## config.mk

```make
export PLATFORM = sky130hd
export DESIGN_NAME = sprite_sheet_animator_top
export DESIGN_NICKNAME = d
export VERILOG_FILES = /design/src/design/ssa_pkg.sv /design/src/design/ssa_cfg.sv /design/src/design/ssa_div.sv /design/src/design/sprite_sheet_animator_top.sv
export VERILOG_INCLUDE_DIRS = /design/src /design/src/design
export SDC_FILE = /design/constraint.sdc
export NUM_CORES = 1
export LEC_CHECK = 0
export BUFFER_PORTS_ARGS = -buffer_cell sky130_fd_sc_hd__buf_2
export CAP_MARGIN = 40
export CELL_PAD_IN_SITES_DETAIL_PLACEMENT = 0
export CELL_PAD_IN_SITES_GLOBAL_PLACEMENT = 2
export CORE_AREA = 5 5 276 278
export CTS_CLUSTER_DIAMETER = 80
export DETAILED_ROUTE_END_ITERATION = 10
export DIE_AREA = 0 0 281 283
export GPL_TIMING_DRIVEN = 1
export PLACE_DENSITY_LB_ADDON = 0.1
export SYNTH_ARGS = -nofsm -noshare
export SYNTH_HDL_FRONTEND = slang
export SYNTH_SLANG_ARGS = --single-unit
```

## constraint.sdc

```tcl
create_clock -name clk -period 8.85 [get_ports clk]
set_input_delay 0 -clock clk [delete_from_list [all_inputs] [get_ports clk]]
set_output_delay 0 -clock clk [all_outputs]
set_load 0.01 [all_outputs]
```

## src/design/sprite_sheet_animator_top_macros.svh

```systemverilog
// Assertion macros shared by the sprite sheet animator RTL.
// Depends on nothing; included by the files that carry assertions.
`ifndef SPRITE_SHEET_ANIMATOR_TOP_MACROS_SVH
`define SPRITE_SHEET_ANIMATOR_TOP_MACROS_SVH

// Same-cycle implication, disabled while reset is asserted.
`define SSA_ASSERT_IMP(lbl, clk, rstn, a, b, msg) \
	lbl: assert property (@(posedge clk) disable iff (!rstn) (a) |-> (b)) else $error(msg);

// Next-cycle implication, disabled while reset is asserted.
`define SSA_ASSERT_NXT(lbl, clk, rstn, a, b, msg) \
	lbl: assert property (@(posedge clk) disable iff (!rstn) (a) |=> (b)) else $error(msg);

`endif

```

## src/design/ssa_pkg.sv

```systemverilog
// Types and constants of the sprite sheet animator.
// Used by the configuration bank and the top level.
`timescale 1ns / 1ps

package ssa_pkg;

	localparam logic [2:0] REG_FRAME_PERIOD = 3'd0;
	localparam logic [2:0] REG_NUM_FRAMES   = 3'd1;
	localparam logic [2:0] REG_LOOP_ENABLE  = 3'd2;
	localparam logic [2:0] REG_FIRST_CELL   = 3'd3;
	localparam logic [2:0] REG_TILE_WIDTH   = 3'd4;
	localparam logic [2:0] REG_TILE_HEIGHT  = 3'd5;
	localparam logic [2:0] REG_ZOOM         = 3'd6;

	localparam logic [1:0] CMD_TICK      = 2'd0;
	localparam logic [1:0] CMD_SET_FRAME = 2'd1;

	localparam logic signed [23:0] COORD_MAX = 24'sh7FFFFF;
	localparam logic signed [23:0] COORD_MIN = -24'sh800000;

	typedef struct packed {
		logic [31:0] frame_period;
		logic [7:0]  num_frames;
		logic        loop_enable;
		logic [7:0]  first_cell;
		logic [12:0] tile_width;
		logic [12:0] tile_height;
		logic [15:0] zoom;
	} ssa_cfg_t;

	typedef enum logic [6:0] {
		ST_IDLE  = 7'b0000001,
		ST_TICK  = 7'b0000010,
		ST_COLS  = 7'b0000100,
		ST_ROWS  = 7'b0001000,
		ST_CELL  = 7'b0010000,
		ST_COORD = 7'b0100000,
		ST_OUT   = 7'b1000000
	} ssa_state_t;

endpackage

```

## src/design/ssa_cfg.sv

```systemverilog
// Configuration register bank of the sprite sheet animator.
// Depends on ssa_pkg for the register indexes and the register struct.
`timescale 1ns / 1ps

module ssa_cfg import ssa_pkg::*; (
	input  logic        clk,
	input  logic        arst_n,
	input  logic        cfg_we,
	input  logic [2:0]  cfg_index,
	input  logic [31:0] cfg_data,
	output ssa_cfg_t    cfg
);

	ssa_cfg_t cfg_q;

	always_ff @(posedge clk or negedge arst_n) begin
		if (!arst_n) begin
			cfg_q.frame_period <= '0;
			cfg_q.num_frames   <= 8'd1;
			cfg_q.loop_enable  <= 1'b1;
			cfg_q.first_cell   <= '0;
			cfg_q.tile_width   <= 13'd1;
			cfg_q.tile_height  <= 13'd1;
			cfg_q.zoom         <= 16'd256;
		end else if (cfg_we) begin
			case (cfg_index)
				REG_FRAME_PERIOD: cfg_q.frame_period <= cfg_data;
				REG_NUM_FRAMES:   cfg_q.num_frames   <= cfg_data[7:0];
				REG_LOOP_ENABLE:  cfg_q.loop_enable  <= cfg_data[0];
				REG_FIRST_CELL:   cfg_q.first_cell   <= cfg_data[7:0];
				REG_TILE_WIDTH:   cfg_q.tile_width   <= cfg_data[12:0];
				REG_TILE_HEIGHT:  cfg_q.tile_height  <= cfg_data[12:0];
				REG_ZOOM:         cfg_q.zoom         <= cfg_data[15:0];
				default: ;
			endcase
		end
	end

	assign cfg = cfg_q;

endmodule

```

## src/design/ssa_div.sv

```systemverilog
// Shared restoring divider, one quotient bit per cycle.
// Depends on nothing; instantiated by the sprite sheet animator top level.
`timescale 1ns / 1ps

module ssa_div #(
	parameter int DW = 40
) (
	input  logic          clk,
	input  logic          arst_n,
	input  logic          start,
	input  logic [DW-1:0] dividend,
	input  logic [31:0]   divisor,
	output logic          busy,
	output logic          done,
	output logic [DW-1:0] quo,
	output logic [31:0]   rem
);

	localparam int CW = $clog2(DW);

	logic          busy_q;
	logic          done_q;
	logic [CW-1:0] cnt_q;
	logic [DW-1:0] quo_q;
	logic [31:0]   rem_q;
	logic [32:0]   trial;
	logic [32:0]   diff;
	logic          fits;

	assign trial = {rem_q, quo_q[DW-1]};
	assign diff  = trial - {1'b0, divisor};
	assign fits  = (trial >= {1'b0, divisor});

	always_ff @(posedge clk or negedge arst_n) begin
		if (!arst_n) begin
			busy_q <= 1'b0;
			done_q <= 1'b0;
			cnt_q  <= '0;
		end else begin
			done_q <= 1'b0;
			if (start && !busy_q) begin
				busy_q <= 1'b1;
				cnt_q  <= '0;
			end else if (busy_q) begin
				if (cnt_q == CW'(DW - 1)) begin
					busy_q <= 1'b0;
					done_q <= 1'b1;
				end
				cnt_q <= cnt_q + 1'b1;
			end
		end
	end

	always_ff @(posedge clk) begin
		if (start && !busy_q) begin
			quo_q <= dividend;
			rem_q <= '0;
		end else if (busy_q) begin
			quo_q <= {quo_q[DW-2:0], fits};
			rem_q <= fits ? diff[31:0] : trial[31:0];
		end
	end

	assign busy = busy_q;
	assign done = done_q;
	assign quo  = quo_q;
	assign rem  = rem_q;

endmodule

```

## src/design/sprite_sheet_animator_top.sv

```systemverilog
// Sprite sheet animator: frame sequencing and corner texture coordinates.
// Instantiates ssa_cfg and ssa_div; depends on ssa_pkg and the assertion macros.
//
// Input items arrive on in_valid / in_stall and results leave on
// out_valid / out_stall; a transfer happens when valid is high and stall is low.
// Configuration is written through cfg_we, cfg_index and cfg_data; the user
// must write it only while idle, as the block itself does not enforce this.
// Every item yields exactly one result. All divisions run one after another on
// a single restoring divider of DW = max(32, COORD_FRAC_BITS + 23) bits. An
// item runs seven divisions (eight for a tick with a nonzero frame period).
// in_stall is high while an item is being processed; a finished result sits
// in the output register, so the next item may be accepted while it waits.
// When the receiver stalls, the next result is held back until the output
// register has been emptied. Reset clears the frame, the elapsed time and the
// configuration to their documented defaults; no clearing pass is needed.
`timescale 1ns / 1ps
`include "sprite_sheet_animator_top_macros.svh"

module sprite_sheet_animator_top import ssa_pkg::*; #(
	parameter int TICK_STEP       = 1,
	parameter int COORD_FRAC_BITS = 16
) (
	input  logic               clk,
	input  logic               arst_n,
	input  logic               cfg_we,
	input  logic [2:0]         cfg_index,
	input  logic [31:0]        cfg_data,
	input  logic               in_valid,
	output logic               in_stall,
	input  logic [1:0]         cmd,
	input  logic [7:0]         frame_index,
	input  logic [12:0]        image_width,
	input  logic [12:0]        image_height,
	output logic               out_valid,
	input  logic               out_stall,
	output logic [7:0]         anim_frame,
	output logic signed [23:0] top_left_u,
	output logic signed [23:0] top_left_v,
	output logic signed [23:0] top_right_u,
	output logic signed [23:0] top_right_v,
	output logic signed [23:0] bottom_left_u,
	output logic signed [23:0] bottom_left_v,
	output logic signed [23:0] bottom_right_u,
	output logic signed [23:0] bottom_right_v
);

	localparam int DW = (COORD_FRAC_BITS + 23 > 32) ? COORD_FRAC_BITS + 23 : 32;

	ssa_cfg_t   cfg;
	ssa_state_t state_q;
	logic       issued_q;
	logic [1:0] corner_q;

	logic [31:0] elapsed_q;
	logic [7:0]  frame_q;
	logic [12:0] imgw_q;
	logic [12:0] imgh_q;
	logic [12:0] cols_q;
	logic [12:0] rows_q;
	logic [12:0] col_q;
	logic [8:0]  row_q;
	logic signed [23:0] lu_q, ru_q, tv_q, bv_q;

	logic        out_valid_q;
	logic [7:0]  frame_out_q;
	logic signed [23:0] tlu_q, tlv_q, tru_q, trv_q, blu_q, blv_q, bru_q, brv_q;

	logic          div_start;
	logic [DW-1:0] div_dividend;
	logic [31:0]   div_divisor;
	logic          div_busy;
	logic          div_done;
	logic [DW-1:0] div_quo;
	logic [31:0]   div_rem;

	logic [12:0] fw_eff, fh_eff;
	logic [7:0]  cnt_eff;
	logic [8:0]  cell_idx;
	logic signed [17:0] zsh;
	logic signed [22:0] num;
	logic [21:0]   den2;
	logic signed [DW:0] numer_big;
	logic          neg;
	logic [DW:0]   mag;
	logic [DW:0]   qmag;
	logic signed [23:0] coord_sat;
	logic [12:0]   quo13;

	ssa_cfg u_cfg (
		.clk       (clk),
		.arst_n    (arst_n),
		.cfg_we    (cfg_we),
		.cfg_index (cfg_index),
		.cfg_data  (cfg_data),
		.cfg       (cfg)
	);

	ssa_div #(.DW(DW)) u_div (
		.clk      (clk),
		.arst_n   (arst_n),
		.start    (div_start),
		.dividend (div_dividend),
		.divisor  (div_divisor),
		.busy     (div_busy),
		.done     (div_done),
		.quo      (div_quo),
		.rem      (div_rem)
	);

	assign fw_eff   = (cfg.tile_width == '0) ? 13'd1 : cfg.tile_width;
	assign fh_eff   = (cfg.tile_height == '0) ? 13'd1 : cfg.tile_height;
	assign cnt_eff  = (cfg.num_frames == '0) ? 8'd1 : cfg.num_frames;
	assign cell_idx = {1'b0, cfg.first_cell} + {1'b0, frame_q};
	assign zsh      = $signed({2'b00, cfg.zoom}) - 18'sd256;
	assign quo13    = div_quo[12:0];

	// Numerator of one coordinate, selected by the corner counter.
	always_comb begin
		case (corner_q)
			2'd0: begin
				num  = $signed({10'd0, col_q}) * 23'sd256 + 23'(zsh);
				den2 = {cols_q, 9'd0};
			end
			2'd1: begin
				num  = ($signed({10'd0, col_q}) + 23'sd1) * 23'sd256 - 23'(zsh);
				den2 = {cols_q, 9'd0};
			end
			2'd2: begin
				num  = $signed({14'd0, row_q}) * 23'sd256 + 23'(zsh);
				den2 = {rows_q, 9'd0};
			end
			default: begin
				num  = ($signed({14'd0, row_q}) + 23'sd1) * 23'sd256 - 23'(zsh);
				den2 = {rows_q, 9'd0};
			end
		endcase
		numer_big = ($signed({{(DW + 1 - 23){num[22]}}, num}) <<< (COORD_FRAC_BITS + 1))
			+ $signed({{(DW + 1 - 21){1'b0}}, den2[21:1]});
		neg = numer_big[DW];
		mag = neg ? (-numer_big) : numer_big;
	end

	always_comb begin
		div_start    = 1'b0;
		div_dividend = '0;
		div_divisor  = 32'd1;
		case (state_q)
			ST_TICK: begin
				div_dividend = DW'(elapsed_q);
				div_divisor  = cfg.frame_period;
			end
			ST_COLS: begin
				div_dividend = DW'(imgw_q);
				div_divisor  = 32'(fw_eff);
			end
			ST_ROWS: begin
				div_dividend = DW'(imgh_q);
				div_divisor  = 32'(fh_eff);
			end
			ST_CELL: begin
				div_dividend = DW'(cell_idx);
				div_divisor  = 32'(cols_q);
			end
			ST_COORD: begin
				div_dividend = mag[DW-1:0];
				div_divisor  = 32'(den2);
			end
			default: ;
		endcase
		if (state_q != ST_IDLE && state_q != ST_OUT && !issued_q && !div_busy) begin
			div_start = 1'b1;
		end
	end

	// Floor rounding for negative numerators, then saturation to 24 bits.
	always_comb begin
		qmag = {1'b0, div_quo} + (DW + 1)'(div_rem != '0);
		if (!neg) begin
			coord_sat = ({1'b0, div_quo} > (DW + 1)'(COORD_MAX)) ? COORD_MAX : div_quo[23:0];
		end else if (qmag > (DW + 1)'(24'h800000)) begin
			coord_sat = COORD_MIN;
		end else begin
			coord_sat = -qmag[23:0];
		end
	end

	always_ff @(posedge clk or negedge arst_n) begin
		if (!arst_n) begin
			state_q     <= ST_IDLE;
			issued_q    <= 1'b0;
			corner_q    <= '0;
			elapsed_q   <= '0;
			frame_q     <= '0;
			out_valid_q <= 1'b0;
		end else begin
			if (div_start) begin
				issued_q <= 1'b1;
			end
			if (state_q == ST_OUT && (!out_valid_q || !out_stall)) begin
				out_valid_q <= 1'b1;
			end else if (out_valid_q && !out_stall) begin
				out_valid_q <= 1'b0;
			end
			case (state_q)
				ST_IDLE: begin
					if (in_valid) begin
						if (cmd == CMD_TICK) begin
							elapsed_q <= elapsed_q + 32'(TICK_STEP);
						end else if (cmd == CMD_SET_FRAME) begin
							frame_q <= frame_index;
						end
						state_q <= (cmd == CMD_TICK && cfg.frame_period != '0) ? ST_TICK
							: ST_COLS;
					end
				end
				ST_TICK: begin
					if (div_done) begin
						issued_q <= 1'b0;
						state_q  <= ST_COLS;
						if (div_quo[31:0] >= 32'(cnt_eff)) begin
							if (cfg.loop_enable) begin
								elapsed_q <= '0;
								frame_q   <= '0;
							end else begin
								frame_q <= cnt_eff - 8'd1;
							end
						end else begin
							frame_q <= div_quo[7:0];
						end
					end
				end
				ST_COLS: begin
					if (div_done) begin
						issued_q <= 1'b0;
						state_q  <= ST_ROWS;
					end
				end
				ST_ROWS: begin
					if (div_done) begin
						issued_q <= 1'b0;
						state_q  <= ST_CELL;
					end
				end
				ST_CELL: begin
					if (div_done) begin
						issued_q <= 1'b0;
						corner_q <= '0;
						state_q  <= ST_COORD;
					end
				end
				ST_COORD: begin
					if (div_done) begin
						issued_q <= 1'b0;
						corner_q <= corner_q + 2'd1;
						if (corner_q == 2'd3) begin
							state_q <= ST_OUT;
						end
					end
				end
				ST_OUT: begin
					if (!out_valid_q || !out_stall) begin
						state_q <= ST_IDLE;
					end
				end
				default: state_q <= ST_IDLE;
			endcase
		end
	end

	always_ff @(posedge clk) begin
		if (state_q == ST_IDLE && in_valid) begin
			imgw_q <= image_width;
			imgh_q <= image_height;
		end
		if (div_done) begin
			case (state_q)
				ST_COLS: cols_q <= (quo13 == '0) ? 13'd1 : quo13;
				ST_ROWS: rows_q <= (quo13 == '0) ? 13'd1 : quo13;
				ST_CELL: begin
					col_q <= div_rem[12:0];
					row_q <= div_quo[8:0];
				end
				ST_COORD: begin
					case (corner_q)
						2'd0:    lu_q <= coord_sat;
						2'd1:    ru_q <= coord_sat;
						2'd2:    tv_q <= coord_sat;
						default: bv_q <= coord_sat;
					endcase
				end
				default: ;
			endcase
		end
		if (state_q == ST_OUT && (!out_valid_q || !out_stall)) begin
			frame_out_q <= frame_q;
			tlu_q <= lu_q;
			tlv_q <= tv_q;
			tru_q <= ru_q;
			trv_q <= tv_q;
			blu_q <= lu_q;
			blv_q <= bv_q;
			bru_q <= ru_q;
			brv_q <= bv_q;
		end
	end

	assign in_stall       = (state_q != ST_IDLE);
	assign out_valid      = out_valid_q;
	assign anim_frame     = frame_out_q;
	assign top_left_u     = tlu_q;
	assign top_left_v     = tlv_q;
	assign top_right_u    = tru_q;
	assign top_right_v    = trv_q;
	assign bottom_left_u  = blu_q;
	assign bottom_left_v  = blv_q;
	assign bottom_right_u = bru_q;
	assign bottom_right_v = brv_q;

	`SSA_ASSERT_IMP(a_idle_div_quiet, clk, arst_n, state_q == ST_IDLE, !div_busy && !div_done, "divider active while idle")
	`SSA_ASSERT_IMP(a_start_when_free, clk, arst_n, div_start, !div_busy && !issued_q, "divider started twice")
	`SSA_ASSERT_NXT(a_start_busy, clk, arst_n, div_start, div_busy, "divider did not start")

endmodule

```

Word-level counts from Yosys, hierarchy flattened. Index checks and enable logic that the tools add are counted.

Memories kept: 0. Register bits after elaboration: 495. Latch bits: 0. Bits of input ports: 76. Logic and storage cells: 190. Memory bits (writable): 0. ROM bits: 0.

Magnitude comparators: 4. Div/mod/pow operators: 0. Muxes and demuxes: 55. Add/sub/neg operators: 17. Shift-type cells: 0. Reductions and logical operators: 47. Bitwise gates (word level): 1. $mul: 0. Equal/unequal tests: 33.

Operators with widths (count): $pmux 39 s5 (1); $mux 32 (6); $pmux 32 s5 (1); $mux 39 (3); $mux 24 (3); $pmux 23 s3 (1); $pmux 32 s2 (1); $reduce_bool 32->1 (2); $mux 7 (8); $mux 8 (7); $pmux 7 s7 (1); $add 39x1->40 (1); $add 40x22->40 (1); $gt 40x24->1 const B (1); $gt 39x23->1 const B (1); $logic_not 13->1 (3); $mux 13 (3); $neg 39->39 (1); $ge 33x32->1 (1); $add 32x1->32 const B (1); $ge 32x8->1 (1); $sub 32x32->32 (1); $neg 24->24 (1); $add 22x17->23 (1); other kinds (50) (106).

Longest topological paths before layout. Gate-level depths: netlist (run 1).

Word-level depth: 8. Mapped depth: 23. Depth with buffers taken out: 21.

Modules after synthesis. A second synthesis (run 1) with hierarchy kept.

Cells, all modules: 2840. Area total of the unflattened synthesis: 29120.4 µm².

By module, submodules not included: sprite_sheet_animator_top (times used 1, area an instance 20322.0 µm², sequential area each 9505.4 µm², cells an instance 2008); ssa_div (times used 1, area an instance 5332.6 µm², sequential area each 2011.9 µm², cells an instance 634); ssa_cfg (times used 1, area an instance 3465.8 µm², sequential area each 2283.4 µm², cells an instance 198).

Worst setup path before layout (run 1). No wires, ideal clock.

Path type: register to register. Start: reg state_q[1]. End: reg frame_out_q[0], in the netlist anim_frame[0], enable pin. Data required time: 8.249 ns. Cell stages (with the launch flop): 5. Data arrival time: 6.218 ns. Path slack: 2.031 ns. Period minus slack after synthesis: 6.819 ns. Path through: dfrtp_1 > or3_1 > nor3_1 > nand3b_1 > a21oi_1.

Word-level cells in the longest chain between the ends: 2.

Ends and longest elaborated chain: from (decl) (RTL line sprite_sheet_animator_top.sv:50) `ssa_state_t state_q;`; from (signal assigned) (RTL line sprite_sheet_animator_top.sv:212) `state_q <= (cmd == CMD_TICK && cfg.frame_period != '0) ? ST_TICK`; $eq 7x7->1 (RTL line sprite_sheet_animator_top.sv:294) `if (state_q == ST_OUT && (!out_valid_q || !out_stall)) begin`; $logic_and 1x1->1 (RTL line sprite_sheet_animator_top.sv:294); to (signal assigned) (RTL line sprite_sheet_animator_top.sv:295) `frame_out_q <= frame_q;`; to (decl) (RTL line sprite_sheet_animator_top.sv:65) `logic [7:0] frame_out_q;`.

Every way passes these cells. A chain may end at the register's enable or synchronous reset.

Final worst setup path (run 1).
Start: reg corner_q[0]. End: reg ru_q[14], data pin.

Word-level cells in the longest chain between the ends: 5. Elaborated cells between the ends (all ways): 8. Classes of those cells: add/sub (1); eq/ne (2); mux (3); reduce/logical (2).

Ends and longest elaborated chain: from (decl) (RTL line sprite_sheet_animator_top.sv:52) `logic [1:0] corner_q;`; from (signal assigned) (RTL line sprite_sheet_animator_top.sv:254) `corner_q <= corner_q + 2'd1;`; $eq 2x1->1 / $logic_not 2->1 (equally long branches) (RTL line sprite_sheet_animator_top.sv:119) `case (corner_q)`; $reduce_or 2->1 (no source line); $mux 22 (RTL line sprite_sheet_animator_top.sv:119); $add 40x22->40 (*) (RTL line sprite_sheet_animator_top.sv:138) `+ $signed({{(DW + 1 - 21){1'b0}}, den2[21:1]});`; $mux 24 (*) (RTL line sprite_sheet_animator_top.sv:178) `if (!neg) begin`; named net coord_sat[14] (RTL line sprite_sheet_animator_top.sv:86) `logic signed [23:0] coord_sat;`; to (signal assigned) (RTL line sprite_sheet_animator_top.sv:286) `2'd1: ru_q <= coord_sat;`; to (decl) (RTL line sprite_sheet_animator_top.sv:62) `logic signed [23:0] lu_q, ru_q, tv_q, bv_q;`.

The timed path passes the listed nets; every way through them passes the cells marked *.

==> results.rst, run 1 <==
.. list-table::
   :header-rows: 1

   * - Metric
     - Value
   * - Synth-to-layout area growth
     - 16.2%
   * - Period utilization
     - 77.0%
   * - Worst Setup Path Type
     - flop to flop
   * - Dominant register cell in the synthesized netlist
     - sky130_fd_sc_hd__edfxtp_1
   * - Post-synth cell types
     - 101
   * - Detailed-route via count
     - 21500
   * - Inserted Clock Buffers
     - 54
   * - Final RePlAce weighted congestion
     - 0.852
   * - Die footprint
     - 79500 sq um
   * - Power density over the cells
     - 275 nW/um^2
   * - Hold Worst Slack
     - 86.5 ps
   * - Vias in the first global route
     - 21600
   * - Transition time at the pin with the least slew margin
     - 847 ps
   * - Sequential area share after synthesis
     - 48.9%
   * - Net switching power
     - 0.00338 W
   * - Result of the run
     - finished clean
   * - GRT Overall Usage
     - 20.9%
   * - Max Slew Vio Count
     - 0
   * - Number of rows in the core area
     - 100
   * - Worst hold path type
     - input port to flop
   * - Share of total power in the clock network
     - 26.0%
   * - Critical path launch point type
     - flop
   * - Clock tree buffer depth
     - 3
   * - Achievable Freq
     - 147 MHz
   * - Global-route met1 utilization
     - 28.3%
   * - Lkg Pwr
     - 12.7 nW
   * - Die width
     - 281 um
   * - Layout net count
     - 3098
   * - Residual overflow from global routing
     - 0
   * - Number of port buffers
     - 277
   * - Post-synthesis net count
     - 2852
   * - Fraction of met3 tracks used by global routing
     - 2.36%
   * - CP dominant cell by count
     - sky130_fd_sc_hd__buf_4
   * - Clock latency of the later-clocked register in the worst-skew pair
     - 640 ps
   * - Initial core utilization
     - 38.3%
   * - Boundary pin count
     - 278
   * - Pin count of the biggest net entering global routing
     - 77
   * - Share of synthesized registers carrying an async set or reset
     - 30.3%
   * - Hold violation total from the final report
     - 0
   * - Most frequent cells in the layout
     - 313 x sky130_fd_sc_hd__edfxtp_1, 276 x sky130_fd_sc_hd__buf_2, 225 x sky130_fd_sc_hd__nand2_1
   * - Setup WS pre-CTS
     - 1980 ps
   * - Busiest layer in global routing
     - met2
   * - Setup Fix Bufs, Post-CTS
     - 0
   * - Worst endpoint required time
     - 9190 ps
   * - CTS tree
     - yes
   * - Final worst slack
     - 2040 ps
   * - Root Buffer
     - sky130_fd_sc_hd__clkbuf_16
   * - Time the final worst path needs with I/O delays and setup
     - 6810 ps
   * - Initial antenna violation count
     - 0
   * - First-pass DRT Iterations
     - 5
   * - CP cell instances
     - inv_1 -> ha_1 -> buf_4 -> nor2_1 -> buf_4 -> mux2_2 -> ha_1 -> a21o_1 -> a21oi_1 -> a211oi_1 -> nand4_1 -> nor3_1 -> nand4_1 -> and4bb_4 -> nand3_4 -> or4_4 -> nand2_1 -> buf_4 -> nand2_1 -> o311ai_0
   * - Initial drt markers
     - 1416
   * - Maximum ir drop on the vdd rail
     - 159 uV
   * - Register bit count reported by yosys
     - 495
   * - H-tree Lvls
     - 2
   * - Cells after Synth
     - 2655
   * - Vias/cell
     - 5.48
   * - Leading cell type in the layout, fill and taps excluded
     - sky130_fd_sc_hd__edfxtp_1
   * - Global-route met2 utilization
     - 36.0%
   * - Mean area per synthesized cell
     - 10.6 sq um
   * - CP max stage cell
     - sky130_fd_sc_hd__o311ai_0
   * - Delay of the slowest cell on the worst path
     - 840 ps
   * - WL/cell
     - 21.7 um
   * - Sinks on Clock Net
     - 495
   * - Final wirelength
     - 85100 um
   * - Relative slew slack
     - 43.2%
   * - Global-route wire length before repair
     - 131000 um
   * - Count of instances resized after the clock tree is built
     - 0
   * - Hold buffer count at CTS
     - 86
   * - Crit. End Element
     - flop
   * - Number of remaining DRC errors
     - 0
   * - Final sum of negative setup slack
     - 0 ps
   * - Number of nets with antenna violations after routing
     - 0
   * - Setup-violating endpoint count in the final report
     - 0
   * - Setup repair after global routing missed its margin
     - false
   * - Largest clock skew in the final design
     - 58.7 ps
   * - Maximum fanout along the worst path
     - 38
   * - Share of post-route cells with drive strength above 1
     - 19.6%
   * - Switching part of the total power
     - 37.5%
   * - Number of antenna cells inserted
     - 0
   * - Sequential cell fraction of total power
     - 37.7%
   * - Die Ht
     - 283 um
   * - Synth Cell Area
     - 28200 sq um
   * - Number of enable flip-flop cells after synthesis
     - 313
   * - CP Data Arrival Time
     - 7150 ps
   * - Detailed Place HPWL
     - 63200 um
   * - Max Cap Viol
     - 0
   * - Area inside the core boundary
     - 73700 sq um
   * - Internal power
     - 0.00564 W
   * - Clock edge transition at the registers on the reported setup and hold paths
     - 60 ps
   * - Proportion of power drawn by combinational gates
     - 36.3%
   * - Count of yosys warnings during synthesis
     - 0
-- power by group through the flow --
stage	registers, W	logic, W	clock network, W
6_report	0.00340	0.00328	0.00235
5_1_grt	0.00345	0.00366	0.00250
4_1_cts	0.00339	0.00328	0.00241
3_5_place_dp	0.00344	0.00323	0
3_3_place_gp	0.00344	0.00319	0
2_1_floorplan	0.00317	0.00249	0
-- sequential cells by signal, indices dropped and copies added (netlist names), 24 cells and up --
| signal | count |
|---|---|
| bottom_left_u | 24 |
| bottom_right_u | 24 |
| bottom_right_v | 24 |
| bv_q | 24 |
| elapsed_q | 32 |
| lu_q | 24 |
| ru_q | 24 |
| top_right_v | 24 |
| tv_q | 24 |
| u_cfg.cfg | 91 |
| u_div.quo | 39 |
| u_div.rem | 32 |
-- cell families (layout without fill, tap and decap cells) --
family                     count (synthesis)  in the layout  synth area share [%]
adders and majority gates                121            121                  5.50
AOI/OAI and AO/OA                        608            608                  14.9
buffers and inverters                    307            597                  5.57
xor gates and xnor gates                 174            174                  5.43
muxes                                    131            131                  5.11
and+or+nand+nor                          819            819                  14.6
DFF                                      495            495                  48.9
-- Yosys cell counts (32+ instances only) --
library cell               number  share of area, %
sky130_fd_sc_hd__ha_1         116               5.1
sky130_fd_sc_hd__nor3_1        36              0.64
sky130_fd_sc_hd__nand4_1       38              0.84
sky130_fd_sc_hd__o31ai_1       34              0.90
sky130_fd_sc_hd__and3_1        35              0.78
sky130_fd_sc_hd__nand2_1      225               3.0
sky130_fd_sc_hd__nand3_1      100               1.8
sky130_fd_sc_hd__xnor2_1       88               2.7
sky130_fd_sc_hd__edfxtp_1     313                33
sky130_fd_sc_hd__nor2_1       173               2.3
sky130_fd_sc_hd__o21ai_0      111               2.0
sky130_fd_sc_hd__buf_4        101               2.7
sky130_fd_sc_hd__clkbuf_1     103               1.4
sky130_fd_sc_hd__a21oi_1      119               2.1
sky130_fd_sc_hd__mux2_2       102               4.1
sky130_fd_sc_hd__inv_1         84               1.1
sky130_fd_sc_hd__nor4_1        47               1.0
sky130_fd_sc_hd__dfrtp_1      144                13
sky130_fd_sc_hd__a21o_1        48               1.3
sky130_fd_sc_hd__xor2_1        85               2.6
sky130_fd_sc_hd__dfxtp_1       32               2.3
-- worst max-delay path, delay by kind of cell, from the launching register on --
family,cells,cell delay [ps]
flops,1,410
simple gates,9,2720
buf+inv,4,940
compound gates,4,1480
fa+ha+maj,2,540
mux,1,390
-- final timing paths --
path | to | slack (ps) | depth (start not counted) | start
max | ru_q[14]$_DFFE_PP_ | 2040 | 20 | corner_q[0]$_DFFE_PN0P_
min | imgh_q[6]$_DFFE_PP_ | 90 | 2 | image_height[6]
max reg2reg | ru_q[14]$_DFFE_PP_ | 2040 | 20 | corner_q[0]$_DFFE_PN0P_
min reg2reg | bottom_left_u[15]$_DFFE_PP_ | 410 | 0 | lu_q[15]$_DFFE_PP_
max in group asynchronous | u_cfg.cfg[4]$_DFFE_PN0P_ | 7560 | 4 | arst_n
min in group asynchronous | u_cfg.cfg[73]$_DFFE_PN0P_ | 400 | 3 | arst_n
-- per-stage QoR --
stage | total power [W] | cells | utilization, % | instance area, sq um
after detailed placement | 0.00667 | 3728 | 40.8 | 30100
final | 0.00902 | 3914 | 44.5 | 32800
after global placement | 0.00663 | 3722 | 40.6 | 29900
after global routing | 0.00961 | 3914 | 44.5 | 32800
after CTS | 0.00909 | 3914 | 44.5 | 32800
after floorplan | 0.00567 | 2655 | - | 28200
-- final cells by class --
| type | count | area (sq um) |
|---|---|---|
| clock inverters | 33 | 425 |
| inverters | 85 | 319 |
| multi-input cells | 1853 | 12900 |
| well taps | 969 | 1210 |
| flip-flops and latches | 495 | 13800 |
| repair buffers | 412 | 2710 |
| clock buffers | 67 | 1430 |
| fillers | 7050 | 40900 |
-- metal layers --
metal  vias up  share of wire (%)
li1      10300                  -
met1     10500                 45
met2       513                 48
met3       110                4.3
met4         0                2.7
met5         -                  0
Power figures use the tool's default switching activity.
==> run 2: changes to the inputs <==
clock period = 6.5 ns   (was 8.85 ns; I/O delays follow)
==> run 2 against run 1 <==
Effect of this change: via count grew 1.3%; final area increased by 0.72%; worst setup slack got worse by 1500 ps; sequential power is 34% higher; largest power group is now combinational logic; critical endpoint is now lu_q[21]$_DFFE_PP_; critical path depth shrank 3; combinational power rose by 43%; clock skew up 13 ps; critical path type unchanged; first-iteration DRC count is 16% higher; power grew 38%; wire length rose by 2.8%; clock-buffer cell count down 1.
==> results.rst, run 2 (synthesis gave the netlist of run 1 again) <==
.. list-table::
   :header-rows: 1

   * - Metric
     - Value
   * - Inserted Clock Buffers
     - 55
   * - Delay of the slowest cell on the worst path
     - 590 ps
   * - Share of total power in the clock network
     - 26.0%
   * - Net switching power
     - 0.00470 W
   * - WL/cell
     - 22.2 um
   * - Detailed Place HPWL
     - 65400 um
   * - Initial drt markers
     - 1642
   * - Layout filler cell count
     - 7018
   * - Vias in the first global route
     - 21500
   * - Die width
     - 281 um
   * - Leading cell type in the layout, fill and taps excluded
     - sky130_fd_sc_hd__edfxtp_1
   * - Initial antenna violation count
     - 2
   * - Count of buffering cells on the critical path with inverters included
     - 2
   * - Result of the run
     - finished clean
   * - Initial core utilization
     - 38.3%
   * - Maximum fanout along the worst path
     - 13
   * - Pin count of the biggest net entering global routing
     - 67
   * - Vias/cell
     - 5.51
   * - Maximum ir drop on the vdd rail
     - 222 uV
   * - Residual overflow from global routing
     - 0
   * - H-tree Lvls
     - 2
   * - Final sum of negative setup slack
     - 0 ps
   * - CP Data Arrival Time
     - 6300 ps
   * - Transition time at the pin with the least slew margin
     - 888 ps
   * - Proportion of power drawn by combinational gates
     - 37.5%
   * - CP cell instances
     - inv_1 -> ha_1 -> nor2_1 -> mux2_2 -> ha_1 -> a21o_1 -> a21oi_1 -> a211oi_1 -> nand4_1 -> nor3_1 -> nand4_1 -> and4bb_4 -> nand3_4 -> or4_4 -> and2_1 -> buf_4 -> o31ai_1
   * - Largest clock skew in the final design
     - 71.3 ps
   * - Setup repair after global routing missed its margin
     - false
   * - Max Cap Viol
     - 0
   * - Final wirelength
     - 87500 um
   * - Root Buffer
     - sky130_fd_sc_hd__clkbuf_16
   * - Crit. End Element
     - flop
   * - Boundary pin count
     - 278
   * - First-pass DRT Iterations
     - 5
   * - Relative slew slack
     - 40.4%
   * - Hold violation total from the final report
     - 0
   * - Global-route wire length before repair
     - 132000 um
   * - Die footprint
     - 79500 sq um
   * - Layout net count
     - 3129
   * - Worst hold path type
     - input port to flop
   * - Number of remaining DRC errors
     - 0
   * - CP max stage cell
     - sky130_fd_sc_hd__o31ai_1
   * - Switching part of the total power
     - 37.6%
   * - Critical path launch point type
     - flop
   * - Die Ht
     - 283 um
   * - Period utilization
     - 92.4%
   * - Setup Fix Bufs, Post-CTS
     - 0
   * - Final RePlAce weighted congestion
     - 0.877
   * - Setup WS pre-CTS
     - 445 ps
   * - Worst Setup Path Type
     - flop to flop
   * - Area inside the core boundary
     - 73700 sq um
   * - Number of rows in the core area
     - 100
   * - Share of post-route cells with drive strength above 1
     - 20.3%
   * - Synth-to-layout area growth
     - 17.0%
   * - Clock latency of the later-clocked register in the worst-skew pair
     - 650 ps
   * - Sequential cell fraction of total power
     - 36.6%
   * - Most frequent cells in the layout
     - 313 x sky130_fd_sc_hd__edfxtp_1, 276 x sky130_fd_sc_hd__buf_2, 225 x sky130_fd_sc_hd__nand2_1
   * - Internal power
     - 0.00779 W
   * - Number of port buffers
     - 277
   * - Clock edge transition at the registers on the reported setup and hold paths
     - 60 ps
   * - Sinks on Clock Net
     - 495
   * - Detailed-route via count
     - 21700
   * - Clock tree buffer depth
     - 3
   * - Number of flip-flops in the largest register
     - 91
   * - Setup-violating endpoint count in the final report
     - 0
   * - Max Slew Vio Count
     - 0
   * - Time the final worst path needs with I/O delays and setup
     - 6010 ps
   * - GRT Overall Usage
     - 21.3%
   * - Power density over the cells
     - 378 nW/um^2
   * - Achievable Freq
     - 166 MHz
   * - CTS tree
     - yes
   * - Final worst slack
     - 492 ps
   * - Worst endpoint required time
     - 6790 ps
   * - Cell type group with the largest total delay on the critical path
     - simple AND/OR/NAND/NOR gates
   * - Number of nets with antenna violations after routing
     - 0
   * - Lkg Pwr
     - 12.8 nW
## run 2: cell type report
class                   instances  area, sq um  area share (%)
diodes                          1         2.50         0.00758
clock buffers                  66         1430            4.32
clock inverters                34          433            1.31
inverters                      85          319           0.966
multi-input cells            1853        12900            39.0
flip-flops and latches        495        13800            41.8
well taps                     969         1210            3.67
repair buffers                442         2930            8.89
## run 2: path summary, 6_finish.rpt
check                                   startpoint  slack, ps  depth (start not counted)                          end
max                        corner_q[1]$_DFFE_PN0P_        490                         17           lu_q[21]$_DFFE_PP_
min                                image_height[9]         80                          2          imgh_q[9]$_DFFE_PP_
max reg2reg                corner_q[1]$_DFFE_PN0P_        490                         17           lu_q[21]$_DFFE_PP_
min reg2reg                     lu_q[18]$_DFFE_PP_        370                          0  bottom_left_u[18]$_DFFE_PP_
max in group asynchronous                   arst_n       4870                          5    u_cfg.cfg[12]$_DFFE_PN0P_
min in group asynchronous                   arst_n        430                          3    elapsed_q[16]$_DFFE_PN0P_
## run 2: power groups by stage
stage	combinational [W]	sequential, W	clock (W)
finish	0.00468	0.00457	0.00324
global route	0.00520	0.00463	0.00346
CTS	0.00468	0.00456	0.00332
detailed placement	0.00459	0.00462	0
global placement	0.00452	0.00462	0
floorplan	0.00340	0.00432	0
## run 2: metrics by stage
stage / power, W / std cells / cell area [sq um] / hold WS [ps] / util (%)
finish: 0.0125 / 3945 / 33000 / 76.9 / 44.8
CTS: 0.0126 / 3944 / 33000 / 40.4 / 44.8
detailed placement: 0.00921 / 3754 / 30200 / 94.8 / 41.0
floorplan: 0.00772 / 2655 / 28200 / -296 / -
global route: 0.0133 / 3944 / 33000 / 46.4 / 44.8
global placement: 0.00913 / 3747 / 30100 / 88.6 / 40.9
## run 2: metal layers
metal,part of all wire [%],GRT usage [%],vias to the layer above,routed length (um)
met5,0,0,-,0
met4,2.7,5.44,0,2340
met3,4.9,2.93,117,4280
met2,48,36.2,535,42300
met1,44,28.9,10700,38600
li1,-,-,10400,-
## run 2: what timing repair did
action,4_1_cts,5_1_grt
hold buffers,90,0
hold endpoints to repair,202,0
resized for setup,0,0
